## src/sv/tpwe_pkg.sv

```systemverilog
package tpwe_pkg;

	localparam int CFG_DATA_W = 3;
	localparam int CFG_IDX_W  = 2;
	localparam int LEN_W      = 5;
	localparam int IDX_W      = 6;

	localparam logic [CFG_IDX_W-1:0] REG_SPEED  = 2'd0;
	localparam logic [CFG_IDX_W-1:0] REG_RATE   = 2'd1;
	localparam logic [CFG_IDX_W-1:0] REG_OFFSET = 2'd2;

	typedef enum logic [2:0] {
		OP_PILOT   = 3'd0,
		OP_SYNC    = 3'd1,
		OP_HEADER  = 3'd2,
		OP_DATA    = 3'd3,
		OP_TRAILER = 3'd4
	} opcode_t;

	typedef struct packed {
		logic [2:0]        speed;
		logic              rate_is_48k;
		logic signed [2:0] symbol_offset;
	} cfg_t;

	typedef struct packed {
		logic [LEN_W-1:0] len;
		logic             last;
	} pulse_t;

	localparam logic [LEN_W-1:0] LEN_PILOT     = 5'd12;
	localparam logic [LEN_W-1:0] LEN_SYNC_HEAD = 5'd28;
	localparam logic [LEN_W-1:0] LEN_ONE       = 5'd4;
	localparam logic [LEN_W-1:0] LEN_ZERO      = 5'd8;
	localparam logic [LEN_W-1:0] LEN_TWO       = 5'd2;
	localparam logic [LEN_W-1:0] LEN_THREE     = 5'd3;
	localparam logic [LEN_W-1:0] LEN_UNIT      = 5'd1;

	localparam logic [IDX_W-1:0] SYNC_LAST    = 6'd8;
	localparam logic [IDX_W-1:0] SYNC_GAP     = 6'd7;
	localparam logic [IDX_W-1:0] HEADER_BITS  = 6'd48;
	localparam logic [IDX_W-1:0] HEADER_LAST  = 6'd49;
	localparam logic [IDX_W-1:0] DATA_LAST    = 6'd7;
	localparam logic [IDX_W-1:0] TRAILER_LAST = 6'd3;

	localparam logic [2:0] FIRST_LEN [8][4] = '{
		'{3'd1, 3'd2, 3'd2, 3'd3}, '{3'd2, 3'd2, 3'd3, 3'd3},
		'{3'd2, 3'd3, 3'd3, 3'd4}, '{3'd3, 3'd3, 3'd4, 3'd4},
		'{3'd1, 3'd2, 3'd3, 3'd4}, '{3'd2, 3'd3, 3'd4, 3'd5},
		'{3'd2, 3'd3, 3'd4, 3'd5}, '{3'd3, 3'd4, 3'd5, 3'd6}};

	localparam logic [2:0] SECOND_LEN [8][4] = '{
		'{3'd1, 3'd1, 3'd2, 3'd2}, '{3'd1, 3'd2, 3'd2, 3'd3},
		'{3'd2, 3'd2, 3'd3, 3'd3}, '{3'd2, 3'd3, 3'd3, 3'd4},
		'{3'd1, 3'd2, 3'd3, 3'd4}, '{3'd1, 3'd2, 3'd3, 3'd4},
		'{3'd2, 3'd3, 3'd4, 3'd5}, '{3'd2, 3'd3, 3'd4, 3'd5}};

	localparam logic [7:0] REF_BASE [2][8] = '{
		'{8'hed, 8'hde, 8'hd2, 8'hc3, 8'h00, 8'h71, 8'h62, 8'h53},
		'{8'hf1, 8'he5, 8'hd6, 8'hc7, 8'h04, 8'h78, 8'h69, 8'h5d}};

	localparam logic [LEN_W-1:0] TAIL_LEN [2][8] = '{
		'{5'd21, 5'd22, 5'd23, 5'd24, 5'd23, 5'd24, 5'd25, 5'd26},
		'{5'd13, 5'd14, 5'd15, 5'd16, 5'd15, 5'd16, 5'd17, 5'd18}};

	function automatic logic op_known(input logic [2:0] op);
		return (op == OP_PILOT) || (op == OP_SYNC) || (op == OP_HEADER) ||
			(op == OP_DATA) || (op == OP_TRAILER);
	endfunction

	function automatic logic [7:0] ref_byte(input cfg_t cfg);
		logic [7:0] base;
		logic [6:0] off7;
		logic [6:0] adj;
		base = REF_BASE[cfg.rate_is_48k][cfg.speed];
		off7 = {{4{cfg.symbol_offset[2]}}, cfg.symbol_offset};
		adj  = base[6:0] + {off7[5:0], 1'b0} + off7;
		return {base[7], adj};
	endfunction

endpackage

```

## src/sv/tpwe_cfg_regs.sv

```systemverilog
module tpwe_cfg_regs (
	input  logic                            clk,
	input  logic                            arst_n,
	input  logic                            cfg_write_en,
	input  logic [tpwe_pkg::CFG_IDX_W-1:0]  cfg_index,
	input  logic [tpwe_pkg::CFG_DATA_W-1:0] cfg_data,
	output tpwe_pkg::cfg_t                  cfg
);
	import tpwe_pkg::*;

	cfg_t cfg_q;

	always_ff @(posedge clk or negedge arst_n) begin
		if (!arst_n) begin
			cfg_q <= '0;
		end else if (cfg_write_en) begin
			case (cfg_index)
				REG_SPEED: begin
					cfg_q.speed <= cfg_data;
				end
				REG_RATE: begin
					cfg_q.rate_is_48k <= cfg_data[0];
				end
				REG_OFFSET: begin
					cfg_q.symbol_offset <= cfg_data;
				end
				default: begin
					cfg_q <= cfg_q;
				end
			endcase
		end
	end

	assign cfg = cfg_q;

endmodule

```

## src/sv/tpwe_pulse_calc.sv

```systemverilog
module tpwe_pulse_calc (
	input  logic [2:0]                  opcode,
	input  logic [7:0]                  data_byte,
	input  logic [7:0]                  block_checksum,
	input  logic [tpwe_pkg::IDX_W-1:0]  idx,
	input  tpwe_pkg::cfg_t              cfg,
	output tpwe_pkg::pulse_t            pulse
);
	import tpwe_pkg::*;

	logic [23:0]      word;
	logic [4:0]       bit_sel;
	logic [1:0]       group;
	logic [LEN_W-1:0] tail;

	assign word    = {block_checksum, data_byte, ref_byte(cfg)};
	assign bit_sel = 5'd23 - idx[5:1];
	assign tail    = TAIL_LEN[cfg.rate_is_48k][cfg.speed];

	always_comb begin
		case (idx[2:1])
			2'd0: begin
				group = data_byte[7:6];
			end
			2'd1: begin
				group = data_byte[5:4];
			end
			2'd2: begin
				group = data_byte[3:2];
			end
			default: begin
				group = data_byte[1:0];
			end
		endcase
	end

	always_comb begin
		pulse.len  = LEN_PILOT;
		pulse.last = 1'b1;
		case (opcode)
			OP_PILOT: begin
				pulse.len  = LEN_PILOT;
				pulse.last = 1'b1;
			end
			OP_SYNC: begin
				pulse.last = (idx == SYNC_LAST);
				if (idx == '0) begin
					pulse.len = LEN_SYNC_HEAD;
				end else if (idx == SYNC_GAP) begin
					pulse.len = LEN_TWO;
				end else if (idx == SYNC_LAST) begin
					pulse.len = cfg.rate_is_48k ? LEN_ONE : LEN_ZERO;
				end else begin
					pulse.len = LEN_PILOT;
				end
			end
			OP_HEADER: begin
				pulse.last = (idx == HEADER_LAST);
				if (idx < HEADER_BITS) begin
					pulse.len = word[bit_sel] ? LEN_ONE : LEN_ZERO;
				end else if (!idx[0]) begin
					pulse.len = LEN_TWO;
				end else begin
					pulse.len = LEN_THREE;
				end
			end
			OP_DATA: begin
				pulse.last = (idx == DATA_LAST);
				if (!idx[0]) begin
					pulse.len = {2'b00, FIRST_LEN[cfg.speed][group]};
				end else begin
					pulse.len = {2'b00, SECOND_LEN[cfg.speed][group]};
				end
			end
			OP_TRAILER: begin
				pulse.last = (idx == TRAILER_LAST);
				case (idx[1:0])
					2'd0: begin
						pulse.len = tail >> 1;
					end
					2'd1: begin
						pulse.len = tail - (tail >> 1);
					end
					default: begin
						pulse.len = LEN_UNIT;
					end
				endcase
			end
			default: begin
				pulse.len  = LEN_PILOT;
				pulse.last = 1'b1;
			end
		endcase
	end

endmodule

```

## src/sv/tape_pulse_width_encoder.sv

```systemverilog
// Encodes tape loader items into half-pulses, one result beat per clock unless the sink stalls. An
// accepted item is held in an input register while a pulse counter steps through its half-pulses;
// each pulse length is looked up combinationally and lands in the output register. A pilot gives
// one half-pulse, sync 9, header 50, a data byte 8 and a trailer 4; an unused opcode is dropped
// with no result. The next item is accepted in the cycle its predecessor's last pulse enters the
// output register, so a steady stream of data bytes is paced by its one pulse per cycle. The level
// toggles after every pulse and starts low after reset. The user must ensure configuration is
// written through the cfg port while no item is in flight; the block itself does not enforce it.
module tape_pulse_width_encoder (
	input  logic                            clk,
	input  logic                            arst_n,
	input  logic                            cfg_write_en,
	input  logic [tpwe_pkg::CFG_IDX_W-1:0]  cfg_index,
	input  logic [tpwe_pkg::CFG_DATA_W-1:0] cfg_data,
	input  logic                            in_valid,
	output logic                            in_ready,
	input  logic [2:0]                      opcode,
	input  logic [7:0]                      data_byte,
	input  logic [7:0]                      block_checksum,
	output logic                            out_valid,
	input  logic                            out_ready,
	output logic                            level,
	output logic [tpwe_pkg::LEN_W-1:0]      pulse_length,
	output logic                            last_pulse
);
	import tpwe_pkg::*;

	cfg_t   cfg;
	pulse_t pulse;

	logic             item_valid_s1;
	logic [2:0]       opcode_s1;
	logic [7:0]       data_byte_s1;
	logic [7:0]       checksum_s1;
	logic [IDX_W-1:0] idx_q;

	logic             out_valid_q;
	logic             level_out_q;
	logic [LEN_W-1:0] length_q;
	logic             last_q;
	logic             cur_level_q;

	logic out_free;
	logic emit;
	logic done;
	logic in_take;

	tpwe_cfg_regs u_cfg_regs (
		.clk          (clk),
		.arst_n       (arst_n),
		.cfg_write_en (cfg_write_en),
		.cfg_index    (cfg_index),
		.cfg_data     (cfg_data),
		.cfg          (cfg)
	);

	tpwe_pulse_calc u_pulse_calc (
		.opcode         (opcode_s1),
		.data_byte      (data_byte_s1),
		.block_checksum (checksum_s1),
		.idx            (idx_q),
		.cfg            (cfg),
		.pulse          (pulse)
	);

	assign out_free = !out_valid_q || out_ready;
	assign emit     = item_valid_s1 && op_known(opcode_s1) && out_free;
	assign done     = item_valid_s1 && (!op_known(opcode_s1) || (emit && pulse.last));
	assign in_ready = !item_valid_s1 || done;
	assign in_take  = in_valid && in_ready;

	always_ff @(posedge clk or negedge arst_n) begin
		if (!arst_n) begin
			item_valid_s1 <= 1'b0;
			idx_q         <= '0;
		end else if (in_take) begin
			item_valid_s1 <= 1'b1;
			idx_q         <= '0;
		end else if (done) begin
			item_valid_s1 <= 1'b0;
		end else if (emit) begin
			idx_q <= idx_q + 1'b1;
		end
	end

	always_ff @(posedge clk) begin
		if (in_take) begin
			opcode_s1    <= opcode;
			data_byte_s1 <= data_byte;
			checksum_s1  <= block_checksum;
		end
	end

	always_ff @(posedge clk or negedge arst_n) begin
		if (!arst_n) begin
			out_valid_q <= 1'b0;
			cur_level_q <= 1'b0;
		end else if (emit) begin
			out_valid_q <= 1'b1;
			cur_level_q <= ~cur_level_q;
		end else if (out_ready) begin
			out_valid_q <= 1'b0;
		end
	end

	always_ff @(posedge clk) begin
		if (emit) begin
			level_out_q <= cur_level_q;
			length_q    <= pulse.len;
			last_q      <= pulse.last;
		end
	end

	assign out_valid    = out_valid_q;
	assign level        = level_out_q;
	assign pulse_length = length_q;
	assign last_pulse   = last_q;

endmodule

```

## config.mk

```make
export PLATFORM = sky130hd
export DESIGN_NAME = tape_pulse_width_encoder
export DESIGN_NICKNAME = d
export VERILOG_FILES = /design/src/sv/tpwe_pkg.sv /design/src/sv/tpwe_cfg_regs.sv /design/src/sv/tpwe_pulse_calc.sv /design/src/sv/tape_pulse_width_encoder.sv
export SDC_FILE = /design/constraint.sdc
export NUM_CORES = 1
export LEC_CHECK = 0
export BUFFER_PORTS_ARGS = -buffer_cell sky130_fd_sc_hd__buf_2
export CORE_MARGIN = 2
export CORE_UTILIZATION = 25
export DETAILED_ROUTE_END_ITERATION = 10
export PLACE_DENSITY = 0.44
export RECOVER_POWER = 25
export SYNTH_ARGS = -nofsm -noshare
export SYNTH_HDL_FRONTEND = slang
export SYNTH_SLANG_ARGS = --single-unit
```

## constraint.sdc

```tcl
create_clock -name clk -period 4.7 [get_ports clk]
set_input_delay 0.94 -clock clk [delete_from_list [all_inputs] [get_ports clk]]
set_output_delay 0.94 -clock clk [all_outputs]
set_load 0.1 [all_outputs]
```

==> results of run 1 <==
-- layout make-up --
cell class,count,share of cell area [%]
inverters,23,2.34
flip-flops and latches,42,32.0
clock buffers,5,3.39
clock inverters,3,1.19
repair buffers,39,5.39
multi-input cells,231,49.9
well taps,172,5.83
-- synthesized netlist by cell type, types with 2 or more instances --
cell / n
dfrtp_1: 16
and3b_1: 2
ha_1: 28
nand3b_1: 6
a21o_1: 3
nor2_1: 21
nand2b_1: 6
mux4_2: 6
a211o_1: 2
o2111ai_1: 2
a2111oi_2: 2
nor3_1: 6
a211oi_1: 4
inv_1: 22
a31oi_1: 5
nand3_1: 11
nand2_1: 17
mux2i_1: 10
xnor2_1: 14
a41o_1: 2
buf_2: 10
a21oi_1: 19
fa_1: 4
buf_4: 2
mux2_2: 5
xor2_1: 3
clkbuf_1: 4
edfxtp_1: 26
o21ai_0: 17
nor2b_1: 6
o211ai_1: 3
o22ai_1: 5
-- power by group through the flow --
stage	Combinational, mW	Sequential, mW	Clock, mW
floorplan	0.462	0.535	0
global placement	0.649	0.496	0
detailed placement	0.649	0.498	0
CTS	0.655	0.490	0.407
global route	0.731	0.497	0.418
finish	0.646	0.488	0.392
-- sequential cells by signal, summed over array words and instances, names as in the netlist --
| name | count |
|---|---|
| checksum_s1 | 8 |
| last_pulse | 1 |
| level | 1 |
| pulse_length | 5 |
| cur_level_q | 1 |
| opcode_s1 | 3 |
| out_valid | 1 |
| item_valid_s1 | 1 |
| data_byte_s1 | 8 |
| u_cfg_regs.cfg | 7 |
| idx_q | 6 |
-- cells by family after synthesis --
kind of cell,after synthesis,synth area share (%)
xor gates and xnor gates,17,4.67
and+or+nand+nor,85,13.8
adders and majority gates,32,13.5
muxes,21,9.15
DFF,42,37.1
buffers and inverters,39,5.22
AOI/OAI and AO/OA,76,16.6
-- stage by stage --
stage	total power, mW	utilization [%]
global placement	1.15	28.2
CTS	1.55	29.5
floorplan	0.997	-
detailed placement	1.15	28.2
finish	1.53	29.5
global route	1.65	29.5
-- worst paths after layout --
check                                              startpoint  cells after the start  slack [ns]                             to
worst max-delay path                     idx_q[1]$_DFFE_PN0P_                      8        0.90                       in_ready
worst min-delay path                  cur_level_q$_DFFE_PN0P_                      1        0.47        cur_level_q$_DFFE_PN0P_
worst max register to register  u_cfg_regs.cfg[5]$_DFFE_PN0P_                     11        1.14      pulse_length[3]$_DFFE_PP_
worst min register to register        cur_level_q$_DFFE_PN0P_                      1        0.47        cur_level_q$_DFFE_PN0P_
max in group asynchronous                              arst_n                      1        3.30  u_cfg_regs.cfg[5]$_DFFE_PN0P_
min in group asynchronous                              arst_n                      1        0.80          out_valid$_DFFE_PN0P_
-- layout by cell type (no fill, tap or decap), types with 3 or more instances in the layout --
master	netlist	final
xnor2_1	14	14
xor2_1	3	3
mux2_2	5	5
nor2b_1	6	5
nand2_1	17	17
o211ai_1	3	3
inv_1	22	22
nand2b_1	6	6
mux4_2	6	6
ha_1	28	28
nand3b_1	6	6
o21ai_0	17	17
a211oi_1	4	4
nor2_1	21	21
dfrtp_1	16	16
nand3_1	11	11
mux2i_1	10	10
fa_1	4	4
a31oi_1	5	5
o22ai_1	5	5
clkbuf_16	0	5
nor3_1	6	6
edfxtp_1	26	26
buf_2	10	36
a21oi_1	19	19
a21o_1	3	3
-- layer usage --
metal  track usage, %  vias up
li1                 -     1208
met1             15.2     1165
met2             18.3       32
met3             1.54        7
met4             3.92        0
met5                0        -
==> impl_metrics.yaml, run 1 <==
grt:
  grt_pass1_vias: 2334
  grt_use_total_pct: 11.2
  grt_max_degree: 26
  grt_overflow: 0
  grt_pass1_wl_um: 11900
  antenna_found_initial: 0
worst_setup_path:
  critPathSlowestCell: "dfrtp_1"
  path_class: "register to primary output"
  crit_chain: "inv_1 > ha_1 > nand3b_1 > o22ai_1 > a211o_1 > a31oi_1 > inv_1 > buf_2"
  startpoint_type: "register"
  crit_arrival_ns: 2.86
  end_kind: "primary output"
  critPathMaxFanout: 15
  critical-path-top-delay-family: "compound AO/OA/AOI/OAI gates"
  worst-path-buf-inv: 3
  crit_top_cell: "inv_1"
  timing.critical_path.slowest_cell_delay_ns: 0.72
  crit_required_ns: 3.76
power:
  combPwrFrac_pct: 42.3
  pwr-share-seq_pct: 32.0
  leakage_nw: 1.45
  swShare_pct: 37.8
  p_clk_share_pct: 25.7
  vdd_drop_max_uv: 163
  internal-power_mw: 0.949
  switchingPower_mw: 0.578
  power_density_mw_per_mm2: 413
yosys:
  yosysUniqueCellTypes: 55
  synth_cells: 312
  synth_edf_count: 26
  yosysSeqAreaShare_pct: 37.1
  synth_top_cell_by_area: "edfxtp_1"
  netlist_area_mm2: 0.00319
  synth_area_leaders: "edfxtp_1, dfrtp_1, ha_1"
  synth_seq_cells: 42
  async_reset_ff_share_pct: 38.1
  yosys_warnings: 0
  avgSynthCellArea_um2: 10.2
  ys.flop_type: "edfxtp_1"
  synth_top_area_share_pct: 24.5
  syn_nets: 373
cts:
  cts.sinks: 42
  cts_tree: "built"
  clkTransAtPathRegs_ns: 0.06
  clk_latency_ns: 0.28
  post-cts-setup-buffer-count: 0
  cts_resized: 0
  htreeDepth: 2
  cts_hold_buf: 0
  cts_buffer_depth: 2
  cts-root-buf: "clkbuf_16"
  cts_buffers: 5
placed_design:
  dpl-instance-area_mm2: 0.00352
  portBuffers: 37
  preCtsSetupSlack_ns: 1.07
  dp_cells: 507
  dp_hpwl_um: 5570
  place.gp.congestion: 0.815
route:
  routed-wl-met3_um: 160
  drc: 0
  drt_iter0_markers: 79
  wl_um: 7280
  top_layer: "met4"
  vias_per_cell: 4.68
  ant_nets: 0
  dr_wl_met2_um: 3550
  dr_total_vias: 2412
  dr.pass1.iters: 4
  wl_per_cell_um: 14.1
  wl_met1_um: 3460
sta:
  tns_ns: 0
  max_freq_ghz: 0.263
  maxSlewHeadroom_pct: 33.4
  fin_crit_ns: 3.80
  slew_viol_final: 0
  finalSetupViolCount: 0
  hold_viol: 0
  fin_crit_sh_pct: 80.9
  rsz0062_at_grt: "false"
  fin_skew_ns: 0.00387
  hold_slack_ns: 0.468
  post-route-worst-setup-slack_ns: 0.897
  worst_pin_slew_ns: 0.998
die:
  die_w_um: 117
  rows: 41
  io_pins: 38
  initial_core_util_pct: 25.5
  die_area_mm2: 0.0137
  core_area_mm2: 0.0125
  die_h_um: 117
job:
  cap_violations: 0
final_layout:
  fin_area_mm2: 0.00369
  layoutNonFillerInstCount: 515
  syn_to_final_growth_pct: 15.9
  nets: 403
  drive_gt1_share_pct: 19.2
  seq_area_mm2: 0.00118
  fillers: 1363
  diodes: 0
  multi_input_area_mm2: 0.00184
worst_hold_path:
  hp-class: "register to register"
outcome:
  status: "finished, final reports clean"
Power figures use the tool's default switching activity.
==> run 2: changes to the inputs <==
--- a/config.mk
+++ b/config.mk
@@ -9,7 +9,7 @@
 export CORE_MARGIN = 2
 export CORE_UTILIZATION = 25
 export DETAILED_ROUTE_END_ITERATION = 10
-export PLACE_DENSITY = 0.44
+export PLACE_DENSITY = 0.45
 export RECOVER_POWER = 25
 export SYNTH_ARGS = -nofsm -noshare
 export SYNTH_HDL_FRONTEND = slang
==> constraint.sdc (replaced) <==
create_clock -name clk -period 3.14 [get_ports clk]
set_input_delay 0.628 -clock clk [delete_from_list [all_inputs] [get_ports clk]]
set_output_delay 0.628 -clock clk [all_outputs]
set_load 0.1 [all_outputs]
==> impl_metrics.yaml, run 2 (synthesis gave the netlist of run 1 again) <==
final_layout:
  layout.cells.most_common: "buf_2"
  final_cell_mix: "buf_2, buf_4, edfxtp_1"
  syn_to_final_growth_pct: 27.5
  fin_area_mm2: 0.00406
  multi_input_area_mm2: 0.00194
  nets: 438
  seq_area_mm2: 0.00119
  fillers: 1319
  drive_gt1_share_pct: 33.3
  diodes: 0
die:
  die_h_um: 117
  core_area_mm2: 0.0125
  initial_core_util_pct: 25.5
  io_pins: 38
  rows: 41
  die_w_um: 117
  die_area_mm2: 0.0137
route:
  wl_um: 7890
  wl_per_cell_um: 14.3
  ant_nets: 0
  dr.pass1.iters: 7
  drt_iter0_markers: 134
  vias_per_cell: 4.66
  dr_total_vias: 2565
  drc: 0
sta:
  slew_viol_final: 0
  post-route-worst-setup-slack_ns: 0.0280
  fin_crit_sh_pct: 99.1
  worst_pin_slew_ns: 0.997
  fin_skew_ns: 0.00545
  hold_slack_ns: 0.466
  maxSlewHeadroom_pct: 33.5
  fin_crit_ns: 3.11
  tns_ns: 0
  max_freq_ghz: 0.321
  hold_viol: 0
  rsz0062_at_grt: "true"
  finalSetupViolCount: 0
grt:
  grt_pass1_vias: 2531
  antenna_found_initial: 0
  grt_overflow: 0
  grt_use_total_pct: 12.2
  grt_max_degree: 26
  grt_pass1_wl_um: 12900
power:
  leakage_nw: 1.62
  vdd_drop_max_uv: 233
  power_density_mw_per_mm2: 615
cts:
  cts_buffers: 5
  htreeDepth: 2
  cts_buffer_depth: 2
  cts-root-buf: "clkbuf_16"
  clkTransAtPathRegs_ns: 0.06
  clk_latency_ns: 0.29
  cts_tree: "built"
  cts_hold_buf: 0
  cts.sinks: 42
outcome:
  status: "finished, final reports clean"
placed_design:
  portBuffers: 37
  place.gp.congestion: 0.837
  dp_hpwl_um: 6030
  dpl-instance-area_mm2: 0.00373
  preCtsSetupSlack_ns: -0.112
worst_setup_path:
  crit_required_ns: 3.19
  startpoint_type: "register"
  end_kind: "register"
  crit_arrival_ns: 3.16
  critPathMaxFanout: 6
  path_class: "register to register"
worst_hold_path:
  hp-class: "register to register"
job:
  cap_violations: 0
[run 2: changes by cell type in the layout (fill, tap and decap cells not counted), sizes merged]
cell	delta
inv	-1
clkbuf	+2
clkinv	-1
buf	+35
[run 2: layout make-up]
type | count | share of cell area, %
timing repair buffer | 74 | 11.6
clock inverter | 1 | 0.739
multi-input combinational | 231 | 47.7
sequential | 42 | 29.2
tap | 172 | 5.30
inverter | 23 | 2.13
clock buffer | 7 | 3.26
[run 2: layer usage]
layer	up-vias	wire length, um	GRT usage [%]
li1	1274	-	-
met1	1248	3610	15.8
met2	37	3990	20.9
met3	6	191	1.96
met4	0	101	3.76
met5	-	0	0
[run 2: final timing paths]
kind | start | end | slack, ns | depth (start not counted)
max in group asynchronous | arst_n | u_cfg_regs.cfg[5]$_DFFE_PN0P_ | 1.98 | 1
hold / removal | cur_level_q$_DFFE_PN0P_ | cur_level_q$_DFFE_PN0P_ | 0.47 | 1
setup reg to reg | u_cfg_regs.cfg[3]$_DFFE_PN0P_ | pulse_length[2]$_DFFE_PP_ | 0.03 | 14
setup / recovery | u_cfg_regs.cfg[3]$_DFFE_PN0P_ | pulse_length[2]$_DFFE_PP_ | 0.03 | 14
hold reg to reg | cur_level_q$_DFFE_PN0P_ | cur_level_q$_DFFE_PN0P_ | 0.47 | 1
min in group asynchronous | arst_n | out_valid$_DFFE_PN0P_ | 0.48 | 1
[run 2: critical path: stages (launching register included)]
cell and delay [ns]:
dfrtp_2 0.45, buf_4 0.15, buf_4 0.12, buf_4 0.12, o21ai_0 0.17, a221o_1 0.19
ha_1 0.15, ha_2 0.18, inv_1 0.06, fa_2 0.57, o21ai_0 0.08, o22ai_1 0.11
o211ai_1 0.10, a41o_1 0.25, a21o_1 0.16
[run 2: report_power, final]
| group | leakage (nW) | internal (mW) | switching [mW] |
|---|---|---|---|
| sequential | 0.443 | 0.662 | 0.0637 |
| combinational | 1.10 | 0.535 | 0.656 |
| clock | 0.0781 | 0.376 | 0.207 |
[run 2: metrics by stage]
step,instances,util [%],power (mW)
2_1_floorplan,312,-,1.50
3_3_place_gp,535,29.8,1.81
3_5_place_dp,535,29.8,1.82
4_1_cts,545,31.3,2.43
5_1_grt,550,32.5,2.69
6_report,550,32.5,2.50
[run 2: timing repair]
action,4_1_cts,5_1_grt
setup endpoints to repair,3,4
gates resized for setup,6,30
pin swaps,1,15
buffers inserted,2,5
==> run 3: changes to the inputs <==
--- a/config.mk
+++ b/config.mk
@@ -8,9 +8,11 @@
 export BUFFER_PORTS_ARGS = -buffer_cell sky130_fd_sc_hd__buf_2
 export CORE_MARGIN = 2
 export CORE_UTILIZATION = 25
+export CTS_BUF_LIST = sky130_fd_sc_hd__clkbuf_8 sky130_fd_sc_hd__clkbuf_16
 export DETAILED_ROUTE_END_ITERATION = 10
 export PLACE_DENSITY = 0.45
 export RECOVER_POWER = 25
 export SYNTH_ARGS = -nofsm -noshare
 export SYNTH_HDL_FRONTEND = slang
+export SYNTH_HIERARCHICAL = 1
 export SYNTH_SLANG_ARGS = --single-unit
==> impl_metrics.yaml, run 3 <==
die:
  die_area_mm2: 0.0140
  die_w_um: 118
  initial_core_util_pct: 25.7
  core_area_mm2: 0.0127
  die_h_um: 118
  io_pins: 38
  rows: 41
route:
  dr.pass1.iters: 4
  wl_per_cell_um: 13.8
  ant_nets: 0
  drc: 0
  dr_total_vias: 2630
  wl_um: 7650
  vias_per_cell: 4.75
  drt_iter0_markers: 105
final_layout:
  layoutNonFillerInstCount: 554
  fin_area_mm2: 0.00406
  layout.cells.most_common: "buf_4"
  final_cell_mix: "buf_4, buf_2, nand2_1"
  nets: 438
  drive_gt1_share_pct: 33.5
  diodes: 0
  fillers: 1304
  syn_to_final_growth_pct: 24.7
worst_setup_path:
  crit_arrival_ns: 3.24
  startpoint_type: "register"
  path_class: "register to register"
  crit_required_ns: 3.19
  end_kind: "register"
  reg2reg_slack_ns: -0.04
  critPathMaxFanout: 5
yosys:
  synth_compound_area_share_pct: 15.4
  synth_top_area_share_pct: 24.0
  yosysUniqueCellTypes: 66
  synth_cells: 318
  synth.area.mux_share_pct: 9.41
  synth_edf_count: 26
  yosys_warnings: 6
  synth-xor-area-share_pct: 3.50
  ys.flop_type: "edfxtp_1"
  async_reset_ff_share_pct: 38.1
  synth_top_family_by_area: "simple AND/OR/NAND/NOR gates"
  syn_nets: 375
  synth_commonest_cells: "nand2_1, edfxtp_1, ha_1"
  avgSynthCellArea_um2: 10.2
  synth_most_common_cell: "nand2_1"
  yosysSeqAreaShare_pct: 36.3
  yosys.area_share.simple_pct: 16.8
  netlist_area_mm2: 0.00326
  synth_area_leaders: "edfxtp_1, dfrtp_1, ha_1"
  synthAdderAreaFrac_pct: 12.1
  synth_seq_cells: 42
  synth_top_cell_by_area: "edfxtp_1"
outcome:
  status: "finished, violations left"
  violations: "setup timing"
sta:
  max_freq_ghz: 0.314
  post-route-worst-setup-slack_ns: -0.0428
  fin_skew_ns: 0.00862
  maxSlewHeadroom_pct: 34.8
  worst_pin_slew_ns: 0.977
  hold_viol: 0
  finalSetupViolCount: 2
  fin_crit_sh_pct: 101
  fin_crit_ns: 3.18
  rsz0062_at_grt: "true"
  slew_viol_final: 0
  hold_slack_ns: 0.473
cts:
  cts.sinks: 42
  cts-root-buf: "clkbuf_16"
  clkTransAtPathRegs_ns: 0.06
  cts_buffer_depth: 2
  cts_tree: "built"
  cts_buffers: 5
  cts_hold_buf: 0
  clk_latency_ns: 0.29
  htreeDepth: 2
grt:
  grt_pass1_vias: 2685
  grt_use_total_pct: 11.6
  grt_max_degree: 23
  grt_overflow: 0
  grt_pass1_wl_um: 13200
  antenna_found_initial: 0
placed_design:
  portBuffers: 37
  dpl-instance-area_mm2: 0.00383
  dp_hpwl_um: 5920
  dp_cells: 543
  place.gp.congestion: 0.796
job:
  cap_violations: 0
power:
  power_density_mw_per_mm2: 627
  vdd_drop_max_uv: 354
  leakage_nw: 1.64
worst_hold_path:
  hp-class: "input port to asynchronous set/reset pin"
==> run 3: cell types whose count changed after synthesis, sizes merged, moves of 5 or more <==
cell,previous run,this run
nand3,11,4
mux2i,10,4
or3,1,6
nand2,17,27
nand4,1,9
xnor2,14,5
xor2,3,8
==> run 3: cell type report <==
cell class / instances / area (um2) / area share (%)
Clock inverter: 3 / 17.5 / 0.431
Inverter: 20 / 75.1 / 1.85
Sequential cell: 42 / 1180 / 29.1
Timing Repair Buffer: 75 / 484 / 11.9
Multi-Input combinational cell: 237 / 1960 / 48.3
Clock buffer: 5 / 125 / 3.08
Tap cell: 172 / 215 / 5.30
==> run 3: worst max-delay path, cell delays in order (launching register included) <==
cell and delay, ns:
dfrtp_2 0.42, buf_4 0.13, inv_2 0.04, ha_4 0.15, a21oi_1 0.14, a21oi_1 0.08, fa_1 0.50, ha_1 0.16
inv_1 0.06, fa_2 0.39, nor2b_2 0.15, nor2_1 0.07, a211oi_2 0.15, o32a_1 0.18, o2111ai_2 0.14, a21bo_1 0.19
==> run 3: timing repair <==
| action | CTS | global route |
|---|---|---|
| pin swaps | 4 | 1 |
| endpoints found under the setup margin | 2 | 3 |
| hold endpoints to repair | 0 | 0 |
| buffers inserted | 1 | 2 |
| resized for setup | 12 | 5 |
==> run 3: final timing paths <==
kind,start,to,cells after the start
worst max-delay path,u_cfg_regs/cfg[3]$_DFFE_PN0P_,pulse_length[2]$_DFFE_PN_,15
worst min-delay path,arst_n,idx_q[2]$_DFFE_PN0P_,1
worst max register to register,u_cfg_regs/cfg[3]$_DFFE_PN0P_,pulse_length[2]$_DFFE_PN_,15
worst min register to register,cur_level_q$_DFFE_PN0N_,cur_level_q$_DFFE_PN0N_,1
max in group asynchronous,arst_n,u_cfg_regs/cfg[3]$_DFFE_PN0P_,1
min in group clk,cur_level_q$_DFFE_PN0N_,cur_level_q$_DFFE_PN0N_,1
==> run 3: logic make-up after synthesis <==
kind of cell	after synthesis
buf+inv	39
simple gates	101
compound gates	73
mux	20
flops	42
fa+ha+maj	30
xor+xnor	13
==> run 3: stage by stage <==
step                worst slack [ns]  util [%]  power [mW]  setup TNS (ns)
floorplan                     -0.561         -        1.60          -13.78
global placement              -0.159      30.2        1.96          -0.293
detailed placement            -0.220      30.2        1.96          -0.408
CTS                          -0.0754      31.8        2.56          -0.104
global route                  -0.213      32.1        2.75          -0.404
finish                       -0.0428      32.1        2.55         -0.0635
==> run 3: metal layers <==
layer	global-route usage (%)	part of all wire, %
met5	0	0
met4	3.46	1.6
met3	2.56	3.5
met2	18.9	47
met1	15.4	48
==> run 3: power breakdown <==
part	total (mW)	internal, mW	switching (mW)	leakage, nW
clock network	0.505	0.292	0.213	0.0750
registers	0.721	0.663	0.0574	0.446
logic	1.32	0.604	0.718	1.12
total	2.55	1.56	0.989	1.64
